<file path="config.mk">
export PLATFORM = sky130hd
export DESIGN_NAME = tempo_interrupt_timer_top
export DESIGN_NICKNAME = d
export VERILOG_FILES = /design/src/hw/rtl/tempit_pkg.sv /design/src/hw/rtl/tempit_core.sv /design/src/hw/rtl/tempo_interrupt_timer_top.sv
export VERILOG_INCLUDE_DIRS = /design/src /design/src/hw/rtl
export SDC_FILE = /design/constraint.sdc
export NUM_CORES = 1
export LEC_CHECK = 0
export CAP_MARGIN = 0
export CORE_MARGIN = 2
export CORE_UTILIZATION = 25
export DETAILED_ROUTE_END_ITERATION = 10
export DONT_BUFFER_PORTS = 1
export GPL_TIMING_DRIVEN = 0
export PLACE_DENSITY = 0.38
export SLEW_MARGIN = 20
export SYNTH_ARGS = -nofsm -noshare
export SYNTH_HDL_FRONTEND = slang
export SYNTH_SLANG_ARGS = --single-unit
export TNS_END_PERCENT = 100
</file>
<file path="constraint.sdc">
create_clock -name clock -period 6.19 [get_ports clock]
set_input_delay 0.3095 -clock clock [delete_from_list [all_inputs] [get_ports clock]]
set_output_delay 0.3095 -clock clock [all_outputs]
set_load 0.005 [all_outputs]
</file>
<file path="src/hw/rtl/assert_macros.svh">
// Assertion macros used by the top-level RTL file.
`ifndef ASSERT_MACROS_SVH
`define ASSERT_MACROS_SVH

// Same-cycle implication, disabled while reset is high.
`define ASSERT_IMPL(label, clk, rst, ante, cons, msg) \
   label: assert property (@(posedge clk) disable iff (rst) (ante) |-> (cons)) \
      else $error(msg);

// Next-cycle implication, disabled while reset is high.
`define ASSERT_NEXT(label, clk, rst, ante, cons, msg) \
   label: assert property (@(posedge clk) disable iff (rst) (ante) |=> (cons)) \
      else $error(msg);

`endif

</file>
<file path="src/hw/rtl/tempit_pkg.sv">
package tempit_pkg;

   // Operation codes of an input beat.
   localparam logic OP_WRITE = 1'b0;
   localparam logic OP_TICK  = 1'b1;

   // Decoded bus addresses. The mirror addresses one above each are ignored.
   localparam logic [15:0] ADDR_CONTROL = 16'h0800;
   localparam logic [15:0] ADDR_PRELOAD = 16'h0802;

   // Bit of the control byte that enables counting.
   localparam int unsigned ENABLE_BIT = 7;

   typedef struct packed {
      logic        operation;
      logic [15:0] bus_address;
      logic [7:0]  write_data;
   } req_item_type;

   typedef struct packed {
      logic irq_pulse;
      logic timer_enabled;
   } rsp_item_type;

endpackage

</file>
<file path="src/hw/rtl/tempit_core.sv">
module tempit_core (
   input  logic                     clock,
   input  logic                     reset,
   input  logic                     fire,
   input  tempit_pkg::req_item_type item,
   output tempit_pkg::rsp_item_type result
);
   import tempit_pkg::*;

   logic       enable_ff,   enable_in;
   logic [7:0] preload_ff,  preload_in;
   logic [7:0] period_ff,   period_in;
   logic [7:0] seen_ff,     seen_in;
   logic [7:0] count_ff,    count_in;
   logic       pulse;
   logic [7:0] count_base;

   // Next state and result for the beat in the input register.
   always_comb begin
      enable_in  = enable_ff;
      preload_in = preload_ff;
      period_in  = period_ff;
      seen_in    = seen_ff;
      count_in   = count_ff;
      pulse      = 1'b0;
      count_base = count_ff;
      unique case (item.operation)
         OP_TICK: begin
            // A changed period restarts the count.
            if (seen_ff != period_ff) begin
               count_base = 8'd0;
            end
            seen_in  = period_ff;
            count_in = count_base;
            if (enable_ff) begin
               if (count_base > period_ff) begin
                  count_in = 8'd0;
                  pulse    = 1'b1;
               end else begin
                  count_in = count_base + 8'd1;
               end
            end
         end
         default: begin
            if (item.bus_address == ADDR_CONTROL) begin
               enable_in = item.write_data[ENABLE_BIT];
               // Latch a nonzero, changed preload as the new period when the write sets the enable bit.
               if (item.write_data[ENABLE_BIT] && (preload_ff != period_ff)
                   && (preload_ff != 8'd0)) begin
                  period_in = preload_ff;
               end
            end else if (item.bus_address == ADDR_PRELOAD) begin
               preload_in = item.write_data;
            end
         end
      endcase
      result.irq_pulse     = pulse;
      result.timer_enabled = enable_in;
   end

   // Timer state advances once per beat that moves to the result register.
   always_ff @(posedge clock) begin
      if (reset) begin
         enable_ff  <= 1'b0;
         preload_ff <= 8'd0;
         period_ff  <= 8'd0;
         seen_ff    <= 8'd0;
         count_ff   <= 8'd0;
      end else if (fire) begin
         enable_ff  <= enable_in;
         preload_ff <= preload_in;
         period_ff  <= period_in;
         seen_ff    <= seen_in;
         count_ff   <= count_in;
      end
   end

endmodule

</file>
<file path="src/hw/rtl/tempo_interrupt_timer_top.sv">
`include "assert_macros.svh"

// Periodic interrupt timer driven by a stream of bus writes and ticks. Each
// request beat is registered, processed from the input register against the
// timer state, and its one response beat (interrupt pulse and enable flag)
// is held in an output register; one beat per cycle is sustained while
// the response side does not stall, limited only by the single state
// update between the input and output registers. A response stall holds the
// output register and a full input register; requests stall only when both are full.
module tempo_interrupt_timer_top (
   input  logic        clock,
   input  logic        reset,
   input  logic        req_valid,
   output logic        req_stall,
   input  logic        req_operation,
   input  logic [15:0] req_bus_address,
   input  logic [7:0]  req_write_data,
   output logic        rsp_valid,
   input  logic        rsp_stall,
   output logic        rsp_irq_pulse,
   output logic        rsp_timer_enabled
);
   import tempit_pkg::*;

   logic         in_valid_ff,  in_valid_in;
   req_item_type in_item_ff;
   logic         rsp_valid_ff, rsp_valid_in;
   rsp_item_type rsp_item_ff;
   rsp_item_type result;
   logic         advance;
   logic         fire;

   // The pipeline moves when the output register is empty or being taken.
   assign advance     = !rsp_valid_ff || !rsp_stall;
   assign fire        = in_valid_ff && advance;
   assign req_stall   = in_valid_ff && !advance;
   assign in_valid_in = req_stall ? in_valid_ff : req_valid;
   assign rsp_valid_in = advance ? in_valid_ff : rsp_valid_ff;

   tempit_core u_core (
      .clock  (clock),
      .reset  (reset),
      .fire   (fire),
      .item   (in_item_ff),
      .result (result)
   );

   // Valid bits of the input and output registers.
   always_ff @(posedge clock) begin
      if (reset) begin
         in_valid_ff  <= 1'b0;
         rsp_valid_ff <= 1'b0;
      end else begin
         in_valid_ff  <= in_valid_in;
         rsp_valid_ff <= rsp_valid_in;
      end
   end

   // Payload registers load on their own handshakes.
   always_ff @(posedge clock) begin
      if (req_valid && !req_stall) begin
         in_item_ff.operation   <= req_operation;
         in_item_ff.bus_address <= req_bus_address;
         in_item_ff.write_data  <= req_write_data;
      end
      if (fire) begin
         rsp_item_ff <= result;
      end
   end

   assign rsp_valid         = rsp_valid_ff;
   assign rsp_irq_pulse     = rsp_item_ff.irq_pulse;
   assign rsp_timer_enabled = rsp_item_ff.timer_enabled;

   `ASSERT_IMPL(a_pulse_needs_enable, clock, reset, rsp_valid_ff && rsp_item_ff.irq_pulse, rsp_item_ff.timer_enabled, "interrupt pulse while timer disabled")
   `ASSERT_NEXT(a_accept_fills_input, clock, reset, req_valid && !req_stall, in_valid_ff, "accepted request beat not held in input register")
   `ASSERT_IMPL(a_full_pipe_stalls, clock, reset, in_valid_ff && rsp_valid_ff && rsp_stall, req_stall, "request taken while both registers are full")

endmodule
</file>
==> out/qor.yml <==
cp_slowest_cell: "or4_1"
met2_usage: 0.1691
ys_async_sr_fraction: 0
ys.flop_type: "dfxtp_1"
port_buffers: 0
ys_seq_area_frac: 0.5355
clk_latency_ns: 0.32
layout_common_cells: "dfxtp_1, nand2_1, edfxtp_1"
holdWs_ns: 0.07672
multi_input_area_mm2: 0.001217
root_buffer: "clkbuf_16"
critical_path_class: "reg -> reg"
dr_total_vias: 1912
antennaDiodeCount: 0
cts_sinks: 62
fillers: 1147
arrival_ns: 3.71
holdCritPathClass: "in -> reg"
place.gp.congestion: 0.7264
drive_above_1_share: 0.1151
viasPerCell: 4.574
die_w_um: 110.3
cp-end-kind: "register"
cts_buffers: 9
synthCells: 262
vdd_ir_drop_max_v: 0.0001802
grt_max_degree: 26
routed_wl_mm: 5.958
drc_errors: 0
routedWlPerCell_um: 14.25
drtIter0Drc: 97
ys_warn_count: 0
area_growth_pct: 17.95
yosys.area.top_type_share: 0.2872
status: "completed"
max_slew_margin: 0.5500
power.density_mw_per_mm2: 304.1
synthesis.area_mm2: 0.002823
die_area_mm2: 0.01216
die_y_um: 110.3
max_cap_viol_count: 0
initial_core_util: 0.2581
synth_edf_count: 27
final_common_cell: "dfxtp_1"
grt_pass1_wl_mm: 9.832
drt-pass1-iter-count: 4
cp_max_fo: 10
layout.nets: 310
clk_pin_slew_ns: 0.06
synth_nets: 299
critPathMaxStageDelay_ns: 0.48
hpwl_mm: 4.358
fmaxAchievable_mhz: 289.2
final_max_slew_viol_count: 0
p_leak_nw: 1.257
crit_chain: "xnor2_1, nand4_1, nor2_2, buf_4, and2_1, ha_1, a21oi_1, o21ai_0, o311ai_2, nand2_2, or4_1, a31oi_1"
io_pins: 33
synth_area_per_cell_um2: 10.77
gr-total-overflow: 0
grt_busiest_layer: "met2"
ys_top_cells_by_area: "edfxtp_1, dfxtp_1, mux2i_1"
grt_pass1_vias: 1930
ys_seq_elements: 62
cts_max_path_buffers: 2
htreeDepth: 3
setup_viol: 0
fin_crit_ns: 3.458
core-area_mm2: 0.01094
grt.total_usage: 0.1098
rows: 38
use_met1: 0.1404
rsz0062_at_grt: "no"
synth.distinct_cells: 50
antenna_found_initial: 0
timing.final.crit_share: 0.5587
clock_skew_ns: 0.005282
startpoint_type: "register"
grt_use_met3: 0.03351
finalHoldViolations: 0
postCtsSetupRepairBufs: 0
cts_hold_buf: 0
tritoncts: "yes"
max_slew.worst_pin.slew_ns: 0.6735
seqCellArea_mm2: 0.001511
cts.repair.resized: 0
setup_tns_ns: 0
worstPathRequired_ns: 6.45
synth_top_area_cell: "edfxtp_1"
finalCoreUtilization: 0.3045
detail-route-antenna-nets: 0
==> critical path, delay by kind of cell (launching register included) <==
family	cells	cell delay (ns)
compound gates	4	0.93
xor+xnor	1	0.16
fa+ha+maj	1	0.26
buf+inv	1	0.20
flops	1	0.47
simple gates	5	1.37
==> synth_stat cells, types with 5 or more instances <==
cell and n:
a21oi_1 16, and2_1 7, clkbuf_1 5, dfxtp_1 35, edfxtp_1 27, ha_1 8, inv_1 11, mux2i_1 17
nand2_1 28, nand4_1 11, nor2_1 23, nor4_1 6, xnor2_1 18
==> metal layers <==
| metal | up-vias | share of wire |
|---|---|---|
| li1 | 976 | - |
| met2 | 37 | 0.46 |
| met3 | 9 | 0.037 |
| met1 | 890 | 0.49 |
| met5 | - | 0 |
| met4 | 0 | 0.017 |
==> kinds of logic after synthesis <==
group	count (synthesis)	share of synthesized area
AOI/OAI and AO/OA	37	0.09265
xor gates and xnor gates	19	0.05895
adders and majority gates	8	0.03546
buffers and inverters	20	0.03591
and+or+nand+nor	98	0.1773
muxes	18	0.06427
DFF	62	0.5355
==> through the flow <==
stage	power [mW]	std cells	cell area [µm²]	setup slack (ns)
6_report	1.013	418	3329	2.732
5_1_grt	1.050	418	3329	2.459
4_1_cts	1.029	418	3329	2.717
3_5_place_dp	0.4827	402	3005	2.724
3_3_place_gp	0.4826	402	2998	2.750
2_1_floorplan	0.4730	262	2823	3.294
==> layout make-up <==
| class | instances | share of cell area |
|---|---|---|
| Sequential cell | 62 | 0.4540 |
| Multi-Input combinational cell | 180 | 0.3657 |
| Clock buffer | 9 | 0.06764 |
| Tap cell | 140 | 0.05261 |
| Clock inverter | 7 | 0.02969 |
| Buffer | 9 | 0.01804 |
| Inverter | 11 | 0.01240 |
==> registers in the layout (all words and copies together), names as in the netlist <==
signal and cells:
u_core.preload_ff 8, in_valid_ff 1, u_core.enable_ff 1, u_core.seen_ff 8
rsp_valid 1, in_item_ff 25, u_core.count_ff 8, rsp_timer_enabled 1
u_core.period_ff 8, rsp_irq_pulse 1
==> report_power, final <==
group / switching, mW / leakage (nW) / total, mW / internal [mW]
registers: 0.00505 / 0.545 / 0.445 / 0.440
clock network: 0.186 / 0.156 / 0.539 / 0.353
logic: 0.0186 / 0.556 / 0.0277 / 0.00909
==> path summary, 6_finish.rpt <==
kind | start | endpoint | slack [ns] | depth (start not counted)
worst min-delay path | req_bus_address[2] | in_item_ff[10] | 0.08 | 0
worst max-delay path | u_core.period_ff[4] | u_core.count_ff[3] | 2.73 | 12
worst max register to register | u_core.period_ff[4] | u_core.count_ff[3] | 2.73 | 12
worst min register to register | u_core.seen_ff[4] | u_core.seen_ff[4] | 0.47 | 2
Note: power is estimated with default switching activity, not from simulation.
